<file path="src/rtl/circle_tessellation_generator_core_assert.svh">
// Assertion macros for the circle tessellation generator.
`ifndef CIRCLE_TESSELLATION_GENERATOR_CORE_ASSERT_SVH
`define CIRCLE_TESSELLATION_GENERATOR_CORE_ASSERT_SVH
`ifndef SYNTH
// Checked on every clock edge outside reset.
`define CTG_ASSERT(lbl, prop, msg) \
    lbl: assert property (@(posedge clk) disable iff (!rst_n) prop) else $error(msg);
// Checked on every clock edge, reset included.
`define CTG_ASSERT_NORST(lbl, prop, msg) \
    lbl: assert property (@(posedge clk) prop) else $error(msg);
`else
`define CTG_ASSERT(lbl, prop, msg)
`define CTG_ASSERT_NORST(lbl, prop, msg)
`endif
`endif

</file>
<file path="src/rtl/ctg_pkg.sv">
// Shared types and constants of the circle tessellation generator.
`timescale 1ns / 1ps
package ctg_pkg;

    // Side counter, configuration index and configuration data widths
    localparam int CNT_W      = 7;
    localparam int CFG_IDX_W  = 2;
    localparam int CFG_DATA_W = 31;

    // Phase divider: dividend holds an angle index above 32 fraction bits
    localparam int DIV_W      = CNT_W + 32;
    localparam int DIV_STEPS  = DIV_W;
    localparam int STEP_W     = $clog2(DIV_STEPS + 1);
    localparam int DIVISOR_W  = 7;

    // Series terms: four sine terms, then five cosine terms
    localparam int NUM_TERMS  = 9;
    localparam int TERM_W     = 4;
    localparam logic [TERM_W-1:0] COS_FIRST = 4'd4;
    localparam logic [TERM_W-1:0] TERM_LAST = 4'd8;

    // Each term divisor is 2^a times an odd factor o. The dividend is first
    // shifted right by a, which leaves at most 31 bits, and then multiplied
    // by ceil(2^(31+l) / o) with l = ceil(log2(o)); the quotient is the
    // product shifted right by 31+l, exact for every 31-bit dividend.
    // Divisors in order: 6, 20, 42, 72, then 2, 12, 30, 56, 90.
    localparam logic [1:0] TERM_PRE [NUM_TERMS] =
        '{2'd1, 2'd2, 2'd1, 2'd3, 2'd1, 2'd2, 2'd1, 2'd3, 2'd1};
    localparam logic [5:0] TERM_SH [NUM_TERMS] =
        '{6'd33, 6'd34, 6'd36, 6'd35, 6'd31, 6'd33, 6'd35, 6'd34, 6'd37};
    localparam logic [31:0] TERM_MAG [NUM_TERMS] =
        '{32'(((64'd1 << 33) + 64'd2) / 64'd3),
          32'(((64'd1 << 34) + 64'd4) / 64'd5),
          32'(((64'd1 << 36) + 64'd20) / 64'd21),
          32'(((64'd1 << 35) + 64'd8) / 64'd9),
          32'(64'd1 << 31),
          32'(((64'd1 << 33) + 64'd2) / 64'd3),
          32'(((64'd1 << 35) + 64'd14) / 64'd15),
          32'(((64'd1 << 34) + 64'd6) / 64'd7),
          32'(((64'd1 << 37) + 64'd44) / 64'd45)};

    // Low 32 bits of 2*pi in Q32; the integer part is 6
    localparam logic [31:0] ANGLE_LO = 32'h487E_D511;

    // Configuration register indexes
    typedef enum logic [CFG_IDX_W-1:0] {
        CFG_SIDE_COUNT = 2'd0,
        CFG_RADIUS     = 2'd1,
        CFG_MODE       = 2'd2
    } cfg_idx_t;

    // Sequencer states
    typedef enum logic [3:0] {
        ST_IDLE,
        ST_PHASE,
        ST_PHASE_WAIT,
        ST_FMUL,
        ST_FANG,
        ST_X2MUL,
        ST_X2SET,
        ST_TMUL,
        ST_TDIV,
        ST_TWAIT,
        ST_XMUL,
        ST_XOUT,
        ST_YMUL,
        ST_YOUT,
        ST_EMIT
    } ctg_state_t;

    // Divider request and response
    typedef struct packed {
        logic                 start;
        logic [DIV_W-1:0]     dividend;
        logic [DIVISOR_W-1:0] divisor;
    } div_req_t;

    typedef struct packed {
        logic             busy;
        logic             done;
        logic [DIV_W-1:0] quotient;
    } div_rsp_t;

endpackage

</file>
<file path="src/rtl/ctg_div.sv">
// Bit-serial restoring divider for the polygon phase step.
`timescale 1ns / 1ps
module ctg_div
(
    input  logic              clk,
    input  logic              rst_n,
    input  ctg_pkg::div_req_t req,
    output ctg_pkg::div_rsp_t rsp
);
    import ctg_pkg::*;

    logic [STEP_W-1:0]    cnt_reg;
    logic                 busy_reg;
    logic                 done_reg;
    logic [DIV_W-1:0]     quo_reg;
    logic [DIVISOR_W-1:0] rem_reg;
    logic [DIVISOR_W-1:0] dvs_reg;
    logic [DIVISOR_W:0]   trial;
    logic                 fits;
    logic [DIVISOR_W:0]   rem_new;

    // One quotient bit per cycle
    always_comb
    begin
        trial   = {rem_reg, quo_reg[DIV_W-1]};
        fits    = (trial >= {1'b0, dvs_reg});
        rem_new = fits ? (trial - {1'b0, dvs_reg}) : trial;
    end

    // Control: step counter and done pulse
    always_ff @(posedge clk or negedge rst_n)
    begin
        if (!rst_n)
        begin
            cnt_reg  <= '0;
            busy_reg <= 1'b0;
            done_reg <= 1'b0;
        end
        else if (req.start)
        begin
            cnt_reg  <= STEP_W'(DIV_STEPS);
            busy_reg <= 1'b1;
            done_reg <= 1'b0;
        end
        else if (busy_reg)
        begin
            cnt_reg <= cnt_reg - STEP_W'(1);
            if (cnt_reg == STEP_W'(1))
            begin
                busy_reg <= 1'b0;
                done_reg <= 1'b1;
            end
        end
        else
        begin
            done_reg <= 1'b0;
        end
    end

    // Datapath: quotient and partial remainder
    always_ff @(posedge clk)
    begin
        if (req.start)
        begin
            quo_reg <= req.dividend;
            rem_reg <= '0;
            dvs_reg <= req.divisor;
        end
        else if (busy_reg)
        begin
            quo_reg <= {quo_reg[DIV_W-2:0], fits};
            rem_reg <= rem_new[DIVISOR_W-1:0];
        end
    end

    assign rsp.busy     = busy_reg;
    assign rsp.done     = done_reg;
    assign rsp.quotient = quo_reg;

endmodule

</file>
<file path="src/rtl/circle_tessellation_generator_core.sv">
// Top level of the circle tessellation generator.
//
// The s channel takes one centre point per word. For it the block emits one
// word per polygon side on the m channel, n words in all, where n is the
// side count clamped to 1..MAX_SIDES. Each word holds the edge points at
// angle indexes i+1 and i, the centre as fan apex (zero in outline mode),
// and tlast marks the last side of the centre.
// Configuration is written through cfg_we, cfg_index and cfg_data; the user
// must write it only while the block is idle, which the block itself does
// not enforce. A write takes effect at once.
// Every edge point runs the phase division on the 39-step bit-serial
// divider, then folds and squares the angle, then works nine series terms
// (multiply, reciprocal multiply, accumulate) on the one shared multiplier,
// and last scales and saturates both coordinates. A centre needs n+1
// points and one load of the output register per word; the block takes no
// new centre until the last word of the current one is loaded.
// A single output register holds the finished word; while the receiver
// stalls, the sequencer waits in front of it. s_tready is high only when
// no centre is in work. Reset clears the configuration to 16 sides,
// radius 1.0 and fan mode, and empties the output register.
`timescale 1ns / 1ps
`include "circle_tessellation_generator_core_assert.svh"
module circle_tessellation_generator_core
#(
    parameter int MAX_SIDES      = 64,
    parameter int TRIG_FRAC_BITS = 15
)
(
    input  logic                             clk,
    input  logic                             rst_n,
    input  logic                             cfg_we,
    input  logic [ctg_pkg::CFG_IDX_W-1:0]    cfg_index,
    input  logic [ctg_pkg::CFG_DATA_W-1:0]   cfg_data,
    input  logic                             s_tvalid,
    output logic                             s_tready,
    input  logic [63:0]                      s_tdata,   // center_x, center_y
    output logic                             m_tvalid,
    input  logic                             m_tready,
    output logic [191:0]                     m_tdata,   // next_x, next_y, this_x,
                                                        // this_y, apex_x, apex_y
    output logic                             m_tlast    // final_side
);
    import ctg_pkg::*;

    localparam logic [CNT_W-1:0] MAX_N = CNT_W'(MAX_SIDES);
    localparam int MT_W      = TRIG_FRAC_BITS + 1;
    localparam int RND_SHIFT = 32 - TRIG_FRAC_BITS;
    localparam logic [32:0] TRIG_HALF = 33'(1) << (31 - TRIG_FRAC_BITS);
    localparam logic [63:0] RAD_HALF  = 64'(1) << (TRIG_FRAC_BITS - 1);

    // Configuration registers
    logic [CNT_W-1:0]  side_count_reg;
    logic [30:0]       radius_reg;
    logic              mode_reg;

    // Sequencer and counters
    ctg_state_t        state_reg;
    ctg_state_t        state_next;
    logic [CNT_W-1:0]  n_reg;
    logic [CNT_W-1:0]  k_reg;
    logic [TERM_W-1:0] term_reg;

    // Datapath registers
    logic [31:0]  cx_reg;
    logic [31:0]  cy_reg;
    logic [1:0]   quad_reg;
    logic         swap_reg;
    logic [29:0]  rr_reg;
    logic [31:0]  ang_reg;
    logic [31:0]  x2_reg;
    logic [31:0]  t_reg;
    logic [32:0]  sin_reg;
    logic [32:0]  cos_reg;
    logic [63:0]  prod_reg;
    logic [31:0]  px_reg;
    logic [31:0]  py_reg;
    logic [31:0]  prev_x_reg;
    logic [31:0]  prev_y_reg;
    logic [191:0] out_data_reg;
    logic         out_last_reg;
    logic         out_valid_reg;

    // Combinational signals
    div_req_t          div_req;
    div_rsp_t          div_rsp;
    logic [CNT_W-1:0]  n_eff;
    logic [31:0]       phase;
    logic [30:0]       rr_wide;
    logic [29:0]       rr_new;
    logic [31:0]       ang_new;
    logic [31:0]       mul_a;
    logic [31:0]       mul_b;
    logic [63:0]       mul_p;
    logic [31:0]       term_div;
    logic [31:0]       term_pre;
    logic [63:0]       term_wide;
    logic [31:0]       term_q;
    logic              term_sub;
    logic [32:0]       sin_upd;
    logic [32:0]       cos_upd;
    logic [32:0]       s_val;
    logic [32:0]       c_val;
    logic [32:0]       sm;
    logic [32:0]       cm;
    logic              sn;
    logic              cn;
    logic [32:0]       rnd_x;
    logic [32:0]       rnd_y;
    logic [MT_W-1:0]   mt_x;
    logic [MT_W-1:0]   mt_y;
    logic [63:0]       sc_sum;
    logic [31:0]       off_mag;
    logic              off_neg;
    logic [31:0]       ctr;
    logic [33:0]       off;
    logic [33:0]       tot;
    logic [31:0]       sat;
    logic              emit_load;
    logic              emit_last;

    ctg_div u_div
    (
        .clk   (clk),
        .rst_n (rst_n),
        .req   (div_req),
        .rsp   (div_rsp)
    );

    // Effective side count
    always_comb
    begin
        if (side_count_reg == '0)
            n_eff = CNT_W'(1);
        else if (side_count_reg > MAX_N)
            n_eff = MAX_N;
        else
            n_eff = side_count_reg;
    end

    // Phase folding into one octant
    always_comb
    begin
        phase   = div_rsp.quotient[31:0];
        rr_wide = 31'h4000_0000 - {1'b0, phase[29:0]};
        rr_new  = phase[29] ? rr_wide[29:0] : phase[29:0];
        ang_new = 32'({rr_reg, 2'b00}) + 32'({rr_reg, 1'b0}) + prod_reg[63:32];
    end

    // Series term: divided by its constant through a reciprocal product
    always_comb
    begin
        term_div  = (term_reg == COS_FIRST) ? x2_reg : prod_reg[63:32];
        term_pre  = term_div >> TERM_PRE[term_reg];
        term_wide = prod_reg >> TERM_SH[term_reg];
        term_q    = term_wide[31:0];
        term_sub  = !term_reg[0];
        sin_upd   = term_sub ? (sin_reg - {1'b0, term_q}) : (sin_reg + {1'b0, term_q});
        cos_upd   = term_sub ? (cos_reg - {1'b0, term_q}) : (cos_reg + {1'b0, term_q});
    end

    // Octant swap, quadrant sign and rounding to the trig precision
    always_comb
    begin
        s_val = swap_reg ? cos_reg : sin_reg;
        c_val = swap_reg ? sin_reg : cos_reg;
        case (quad_reg)
            2'd0:
            begin
                sm = s_val; sn = 1'b0; cm = c_val; cn = 1'b0;
            end
            2'd1:
            begin
                sm = c_val; sn = 1'b0; cm = s_val; cn = 1'b1;
            end
            2'd2:
            begin
                sm = s_val; sn = 1'b1; cm = c_val; cn = 1'b1;
            end
            default:
            begin
                sm = c_val; sn = 1'b1; cm = s_val; cn = 1'b0;
            end
        endcase
        rnd_x = sm + TRIG_HALF;
        rnd_y = cm + TRIG_HALF;
        mt_x  = rnd_x[32:RND_SHIFT];
        mt_y  = rnd_y[32:RND_SHIFT];
    end

    // Shared multiplier
    always_comb
    begin
        case (state_reg)
            ST_FMUL:
            begin
                mul_a = {2'b00, rr_reg};
                mul_b = ANGLE_LO;
            end
            ST_X2MUL:
            begin
                mul_a = ang_reg;
                mul_b = ang_reg;
            end
            ST_TMUL:
            begin
                mul_a = t_reg;
                mul_b = x2_reg;
            end
            ST_TDIV:
            begin
                mul_a = term_pre;
                mul_b = TERM_MAG[term_reg];
            end
            ST_XMUL:
            begin
                mul_a = {1'b0, radius_reg};
                mul_b = 32'(mt_x);
            end
            ST_YMUL:
            begin
                mul_a = {1'b0, radius_reg};
                mul_b = 32'(mt_y);
            end
            default:
            begin
                mul_a = '0;
                mul_b = '0;
            end
        endcase
        mul_p = mul_a * mul_b;
    end

    // Radius scaling, centre offset and saturation
    always_comb
    begin
        sc_sum  = prod_reg + RAD_HALF;
        off_mag = sc_sum[TRIG_FRAC_BITS+31:TRIG_FRAC_BITS];
        off_neg = (state_reg == ST_XOUT) ? sn : cn;
        ctr     = (state_reg == ST_XOUT) ? cx_reg : cy_reg;
        off     = off_neg ? (34'd0 - {2'b00, off_mag}) : {2'b00, off_mag};
        tot     = {{2{ctr[31]}}, ctr} + off;
        if ((tot[33:31] == 3'b000) || (tot[33:31] == 3'b111))
            sat = tot[31:0];
        else if (tot[33])
            sat = 32'h8000_0000;
        else
            sat = 32'h7FFF_FFFF;
    end

    // Next state
    always_comb
    begin
        state_next = state_reg;
        case (state_reg)
            ST_IDLE:
                if (s_tvalid)
                    state_next = ST_PHASE;
            ST_PHASE:
                state_next = ST_PHASE_WAIT;
            ST_PHASE_WAIT:
                if (div_rsp.done)
                    state_next = ST_FMUL;
            ST_FMUL:
                state_next = ST_FANG;
            ST_FANG:
                state_next = ST_X2MUL;
            ST_X2MUL:
                state_next = ST_X2SET;
            ST_X2SET:
                state_next = ST_TMUL;
            ST_TMUL:
                state_next = ST_TDIV;
            ST_TDIV:
                state_next = ST_TWAIT;
            ST_TWAIT:
                state_next = (term_reg == TERM_LAST) ? ST_XMUL : ST_TMUL;
            ST_XMUL:
                state_next = ST_XOUT;
            ST_XOUT:
                state_next = ST_YMUL;
            ST_YMUL:
                state_next = ST_YOUT;
            ST_YOUT:
                state_next = (k_reg == '0) ? ST_PHASE : ST_EMIT;
            ST_EMIT:
                if (emit_load)
                    state_next = emit_last ? ST_IDLE : ST_PHASE;
            default:
                state_next = ST_IDLE;
        endcase
    end

    // Sequencer outputs
    always_comb
    begin
        s_tready         = (state_reg == ST_IDLE);
        emit_last        = (k_reg == n_reg);
        emit_load        = (state_reg == ST_EMIT) && (!out_valid_reg || m_tready);
        div_req.start    = (state_reg == ST_PHASE);
        div_req.divisor  = n_reg;
        div_req.dividend = {k_reg, 32'd0} + DIV_W'(n_reg >> 1);
    end

    // Control registers
    always_ff @(posedge clk or negedge rst_n)
    begin
        if (!rst_n)
        begin
            side_count_reg <= CNT_W'(16);
            radius_reg     <= 31'd65536;
            mode_reg       <= 1'b0;
            state_reg      <= ST_IDLE;
            n_reg          <= CNT_W'(1);
            k_reg          <= '0;
            term_reg       <= '0;
            out_valid_reg  <= 1'b0;
        end
        else
        begin
            if (cfg_we)
            begin
                case (cfg_index)
                    CFG_SIDE_COUNT: side_count_reg <= cfg_data[CNT_W-1:0];
                    CFG_RADIUS:     radius_reg     <= cfg_data;
                    CFG_MODE:       mode_reg       <= cfg_data[0];
                    default:        ;
                endcase
            end
            state_reg <= state_next;
            if ((state_reg == ST_IDLE) && s_tvalid)
            begin
                n_reg <= n_eff;
                k_reg <= '0;
            end
            if (state_reg == ST_X2SET)
                term_reg <= '0;
            if ((state_reg == ST_TWAIT) && (term_reg != TERM_LAST))
                term_reg <= term_reg + TERM_W'(1);
            if ((state_reg == ST_YOUT) && (k_reg == '0))
                k_reg <= CNT_W'(1);
            if (emit_load && !emit_last)
                k_reg <= k_reg + CNT_W'(1);
            if (emit_load)
                out_valid_reg <= 1'b1;
            else if (m_tready)
                out_valid_reg <= 1'b0;
        end
    end

    // Datapath registers
    always_ff @(posedge clk)
    begin
        if ((state_reg == ST_IDLE) && s_tvalid)
        begin
            cx_reg <= s_tdata[31:0];
            cy_reg <= s_tdata[63:32];
        end
        if ((state_reg == ST_PHASE_WAIT) && div_rsp.done)
        begin
            quad_reg <= phase[31:30];
            swap_reg <= phase[29];
            rr_reg   <= rr_new;
        end
        if ((state_reg == ST_FMUL) || (state_reg == ST_X2MUL) || (state_reg == ST_TMUL) ||
            (state_reg == ST_TDIV) || (state_reg == ST_XMUL) || (state_reg == ST_YMUL))
            prod_reg <= mul_p;
        if (state_reg == ST_FANG)
            ang_reg <= ang_new;
        if (state_reg == ST_X2SET)
        begin
            x2_reg  <= prod_reg[63:32];
            t_reg   <= ang_reg;
            sin_reg <= {1'b0, ang_reg};
            cos_reg <= 33'h1_0000_0000;
        end
        if (state_reg == ST_TWAIT)
        begin
            t_reg <= term_q;
            if (term_reg < COS_FIRST)
                sin_reg <= sin_upd;
            else
                cos_reg <= cos_upd;
        end
        if (state_reg == ST_XOUT)
            px_reg <= sat;
        if (state_reg == ST_YOUT)
        begin
            py_reg <= sat;
            if (k_reg == '0)
            begin
                prev_x_reg <= px_reg;
                prev_y_reg <= sat;
            end
        end
        if (emit_load)
        begin
            out_data_reg <= {mode_reg ? 32'd0 : cy_reg, mode_reg ? 32'd0 : cx_reg,
                             prev_y_reg, prev_x_reg, py_reg, px_reg};
            out_last_reg <= emit_last;
            prev_x_reg   <= px_reg;
            prev_y_reg   <= py_reg;
        end
    end

    assign m_tvalid = out_valid_reg;
    assign m_tdata  = out_data_reg;
    assign m_tlast  = out_last_reg;

    // Checks on the sequencer
    `CTG_ASSERT(a_div_start_free, div_req.start |-> !div_rsp.busy, "divider restarted while busy")
    `CTG_ASSERT(a_k_bound, (state_reg != ST_IDLE) |-> (k_reg <= n_reg), "side index past count")
    `CTG_ASSERT(a_last_idle, (emit_load && emit_last) |=> (state_reg == ST_IDLE), "no idle after last")
    `CTG_ASSERT_NORST(a_n_range, !rst_n || ((n_reg != '0) && (n_reg <= MAX_N)), "side count out of range")

endmodule
</file>
<file path="config.mk">
export PLATFORM = sky130hd
export DESIGN_NAME = circle_tessellation_generator_core
export DESIGN_NICKNAME = d
export VERILOG_FILES = /design/src/rtl/ctg_pkg.sv /design/src/rtl/ctg_div.sv /design/src/rtl/circle_tessellation_generator_core.sv
export VERILOG_INCLUDE_DIRS = /design/src /design/src/rtl
export SDC_FILE = /design/constraint.sdc
export NUM_CORES = 2
export LEC_CHECK = 0
export BUFFER_PORTS_ARGS = -buffer_cell sky130_fd_sc_hd__buf_2
export CAP_MARGIN = 20
export CORE_AREA = 2 2 500 502
export CTS_BUF_LIST = sky130_fd_sc_hd__clkbuf_4 sky130_fd_sc_hd__clkbuf_8
export DETAILED_ROUTE_END_ITERATION = 10
export DIE_AREA = 0 0 502 504
export HOLD_SLACK_MARGIN = 0.12
export PLACE_DENSITY = 0.5
export SYNTH_ARGS = -nofsm -noshare
export SYNTH_HDL_FRONTEND = slang
export SYNTH_SLANG_ARGS = --single-unit
</file>
<file path="constraint.sdc">
create_clock -name clk -period 12.8 [get_ports clk]
set_clock_uncertainty 0.15 [all_clocks]
set_input_delay 3.2 -clock clk [delete_from_list [all_inputs] [get_ports clk]]
set_output_delay 3.2 -clock clk [all_outputs]
set_load 0.05 [all_outputs]
</file>
Word-level counts from Yosys, hierarchy flattened
Memory sizes are Yosys's and may differ from the RTL's.
Cells that the tools add are included.
- flip-flop bits (word level): 767
- latch bits: 0
- RAM bits: 0
- ROM bits: 640
- output and inout bits: 195
- word-level logic and storage cells: 190
- memories: 3
- memories (name ; depth ; width ; read ports ; clocked after Yosys merged registers in ; wr ports ; RTL line ; RTL):
    (name not given) ; 16 ; 32 ; 1 ; 0 ; 0 ; circle_tessellation_generator_core.sv:212 ; mul_b = TERM_MAG[term_reg];
    (name not given) ; 16 ; 6 ; 1 ; 0 ; 0 ; circle_tessellation_generator_core.sv:154 ; term_wide = prod_reg >> TERM_SH[term_reg];
    (name not given) ; 16 ; 2 ; 1 ; 0 ; 0 ; circle_tessellation_generator_core.sv:153 ; term_pre = term_div >> TERM_PRE[term_reg];
- add/subtract/negate cells: 17
- multipliers: 1
- div/mod/pow operators: 0
- order comparisons: 4
- equal/unequal tests: 28
- shift-type cells: 2
- mux-type cells: 64
- bitwise operators: 1
- reduce and logical (&&, ||, !) cells: 37
- operators with widths (cell ; count):
    32-bit two-way mux ; 14
    33-bit two-way mux ; 12
    32-bit case mux with 6 select lines ; 1
    32-bit case mux with 5 select lines ; 1
    39-bit two-way mux ; 2
    33-bit by 17-bit adder with 33-bit output (second input constant) ; 2
    33-bit by 32-bit adder with 33-bit output ; 2
    33-bit by 32-bit subtractor with 33-bit output ; 2
    32-bit by 32-bit multiplier with 64-bit output ; 1
    64-bit by 6-bit right shift with 32-bit output ; 1
    4-bit case mux with 15 select lines ; 1
    47-bit by 15-bit adder with 47-bit output (second input constant) ; 1
    7-bit two-way mux ; 6
    39-bit by 6-bit adder with 39-bit output ; 1
    34-bit adder ; 1
    34-bit two-way mux ; 1
    1-bit by 32-bit subtractor with 33-bit output (first input constant) ; 1
    32-bit by 31-bit adder with 32-bit output ; 1
    32-bit adder ; 1
    4-bit == test (second input constant) ; 8
    32-bit by 2-bit right shift with 32-bit output ; 1
    1-bit by 30-bit subtractor with 30-bit output (first input constant) ; 1
    29-bit two-way mux ; 1
    4-bit two-way mux ; 7
    other kinds (36) ; 84

Logic depth before layout (Yosys ltp)
- word-level depth: 12
- depth in mapped cells: 47

Hierarchy
Synthesis repeated with hierarchy kept, for this count alone.
- cell total of the unflattened synthesis: 7465
- area, all modules: 73506.7 um^2
- modules (own cells, without submodules) (module ; instances ; cells an instance ; area each (um^2)):
    circle_tessellation_generator_core ; 1 ; 7231 ; 70431.3
    ctg_div ; 1 ; 234 ; 3075.4

Worst setup path after synthesis
Ideal clock, no wire load.
- kind: register -> register
- from: register state_reg[1]
- to: register prod_reg[59], data pin
- library setup time: 0.258 ns
- arrival time: 9.992 ns
- data required time: 12.392 ns
- path slack: 2.400 ns
- stages on the path, launching flop included: 45
- path buffers: 5
- cells stage by stage: dfrtp_1 buf_2 and4bb_2 xnor3_1 clkbuf_1 buf_2 nand2_1 nand2_1 ha_1 o21ai_1 nand2b_1 nor2_1 xor2_1 o211ai_1 nand4_1 clkbuf_1 nand2_1 fa_1 (+9 left out) inv_1 fa_1 inv_1 fa_1 inv_1 ha_1 clkbuf_1 a21o_1 a21o_1 a21oi_1 nor2_1 a211oi_1 o31ai_1 a21oi_1 o221ai_1 a221o_1 a21oi_1 xnor2_1
- word-level cells in the longest chain between the ends: 4
- ends and longest elaborated chain (what ; RTL line ; RTL):
    start: declaration ; circle_tessellation_generator_core.sv:57 ; ctg_state_t state_reg;
    start signal: assignment ; circle_tessellation_generator_core.sv:329 ; state_reg <= state_next;
    4-bit == test ; circle_tessellation_generator_core.sv:193 ; case (state_reg)
    2-bit OR reduction (no line) ; - ;
    32-bit case mux with 5 select lines ; circle_tessellation_generator_core.sv:193 ;
    32-bit by 32-bit multiplier with 64-bit output * ; circle_tessellation_generator_core.sv:230 ; mul_p = mul_a * mul_b;
    named net mul_p[59] ; circle_tessellation_generator_core.sv:93 ; logic [63:0] mul_p;
    end signal: assignment ; circle_tessellation_generator_core.sv:366 ; prod_reg <= mul_p;
    end: declaration ; circle_tessellation_generator_core.sv:74 ; logic [63:0] prod_reg;
Mark *: on every way through the listed nets, which the timed path passes. The rest lies on a longest branch.
A chain may end at the register's enable or synchronous reset.

Worst setup path in the final report
- from: register state_reg[3]
- to: register prod_reg[58], data pin
The elaborated chain is that of the path after synthesis.

==> results.cfg <==
[logic_synthesis]
synth_cell_types = 107
netlist_top_cells_area = fa_1 (25%), edfxtp_1 (25%), ha_1 (7.0%)
synth_nets = 9050
ys_async_sr_fraction_pct = 9.30
synth-main-ff-cell = edfxtp_1
synth_common_cells = nand2_1 (1240), inv_1 (1020), fa_1 (930)
synth_most_common_cell = nand2_1
synth_warnings = 0
avgSynthCellArea_um2 = 9.71
postSynthCellCount = 7603
synth_top_area_cell = fa_1
synth_top_area_share_pct = 25.2
synth-seq-cells = 753
netlist_area_um2 = 73800
yosysSeqAreaShare_pct = 29.2
synth_edf_count = 610

[route]
vias = 57300
wire_per_inst_um = 23.6
drtIter0Drc = 5103
drtAntennaViolNets = 0
wl_um = 266000
drc = 0
dr.pass1.iters = 6
via_per_inst = 5.08

[clocking]
cts_buffers = 139
clkLatencyLatePin_ns = 0.96
cts_tree = built
cts_hold_buffers = 0
cts.sinks = 753
clock_path_buffers = 3
htreeDepth = 4
clock-root-buffer = clkbuf_8
clk_pin_slew_worst_paths_ns = 0.06

[sta]
finalSetupViolations = 0
fmax_mhz = 81.1
setup_tns_ns = 0
slew_headroom_pct = 17.5
finalCriticalPeriod_ns = 12.33
rsz0062_at_grt = false
worst_pin_slew_ns = 1.24
finalCritPeriodShare_pct = 96.3
drv_slew = 0
hold_viol = 0

[worst_setup_path]
path_max_fanout = 22
slowest_delay_ns = 0.80
cp_data_arrival_time_ns = 12.80
worstSetupPathType = flop to flop
required_ns = 13.28
start_kind = flop
cp-end-kind = flop
cp_slowest_cell = nor4_1
path_common_cell = fa_1

[grt]
antenna_found_initial = 21
grt_max_degree = 131
grt_overflow = 0
grt_usage_pct = 20.8
grt_pass1_wl_um = 392000
grt_pass1_vias = 58300

[floorplan]
fp.dieH_um = 504
start_util_pct = 29.8
fp.coreArea_um2 = 248000
num_rows = 183
io_pins = 297
die_w_um = 502
dieArea_um2 = 253000

[layout]
largest_reg_flops = 192
area.growth.synth_to_final_pct = 11.8
fin_area_um2 = 82500
drive_above_1_share_pct = 11.3
layout.nets = 9292

[placed_design]
dp_hpwl_um = 213000
gp_congestion = 0.943
placed_area_um2 = 79600
numPortBuffers = 296

[worst_hold_path]
hold_class = flop to flop

[outcome]
status = completed

[job]
timing.max_cap.violations = 0
-- worst max-delay path: cells and delay by family, from the launching register on --
family | cells | cell delay, ns
fa+ha+maj | 9 | 4.43
compound gates | 8 | 3.49
simple gates | 5 | 1.62
xor+xnor | 3 | 0.85
buf+inv | 5 | 0.80
flops | 1 | 0.67
-- repair_timing --
item | 4_1_cts | 5_1_grt
gates resized for setup | 0 | 6
setup buffers | 0 | 2
endpoints found under the setup margin | 0 | 14
-- path summary, 6_finish.rpt --
check | startpoint | end | slack [ns] | depth (start not counted)
worst min register to register | prev_y_reg[22] | m_tdata[118] | 0.25 | 0
max in group asynchronous | rst_n | mode_reg | 9.20 | 2
worst max register to register | state_reg[3] | prod_reg[58] | 0.47 | 30
worst min-delay path | prev_y_reg[22] | m_tdata[118] | 0.25 | 0
worst max-delay path | state_reg[3] | prod_reg[58] | 0.47 | 30
min in group asynchronous | rst_n | radius_reg[30] | 2.17 | 1
-- kinds of logic after synthesis --
group	count (synthesis)	synth area share, %
muxes	201	2.93
DFF	753	29.2
and+or+nand+nor	2435	14.5
buffers and inverters	1409	7.31
AOI/OAI and AO/OA	1147	10.1
adders and majority gates	1345	32.2
xor gates and xnor gates	313	3.73
-- metal layers --
metal | wire length, µm | global-route usage [%] | up-vias | share of wire (%)
li1 | - | - | 25600 | -
met1 | 113000 | 27.4 | 29100 | 42
met2 | 121000 | 33.3 | 2163 | 46
met3 | 18900 | 3.71 | 440 | 7.1
met4 | 12600 | 8.87 | 14 | 4.8
met5 | 95 | 0 | - | 0.036
-- layout by cell type, fill, tap and decap left out, types with 193 or more instances in the layout --
| cell type | instances |
|---|---|
| o21ai_0 | 281 |
| a21oi_1 | 277 |
| fa_1 | 930 |
| buf_2 | 295 |
| nor2_1 | 556 |
| edfxtp_1 | 610 |
| xnor2_1 | 206 |
| buf_4 | 193 |
| ha_1 | 415 |
| inv_1 | 1016 |
| nand2_1 | 1234 |
-- through the flow --
| stage | hold WS [ns] | setup WS, ns | cells | utilization, % |
|---|---|---|---|---|
| finish | 0.251 | 0.472 | 11300 | 33.4 |
| global route | 0.266 | 0.0246 | 11300 | 33.4 |
| CTS | 0.254 | 0.368 | 11300 | 33.3 |
| detailed placement | 0.255 | 0.443 | 11000 | 32.2 |
| global placement | 0.252 | 0.466 | 11000 | 32.1 |
| floorplan | 0.250 | 2.40 | 7603 | - |
-- layout make-up --
class | instances | area (µm²)
timing repair buffer | 490 | 2970
clock inverter | 66 | 586
tap | 3330 | 4170
multi-input combinational | 5441 | 47100
clock buffer | 188 | 2320
sequential | 753 | 21500
fill | 25500 | 165000
antenna | 1 | 2.50
inverter | 1020 | 3840
Power is not shown: default switching activity piles up to over one toggle a cycle in this logic, so the estimate is an artifact.
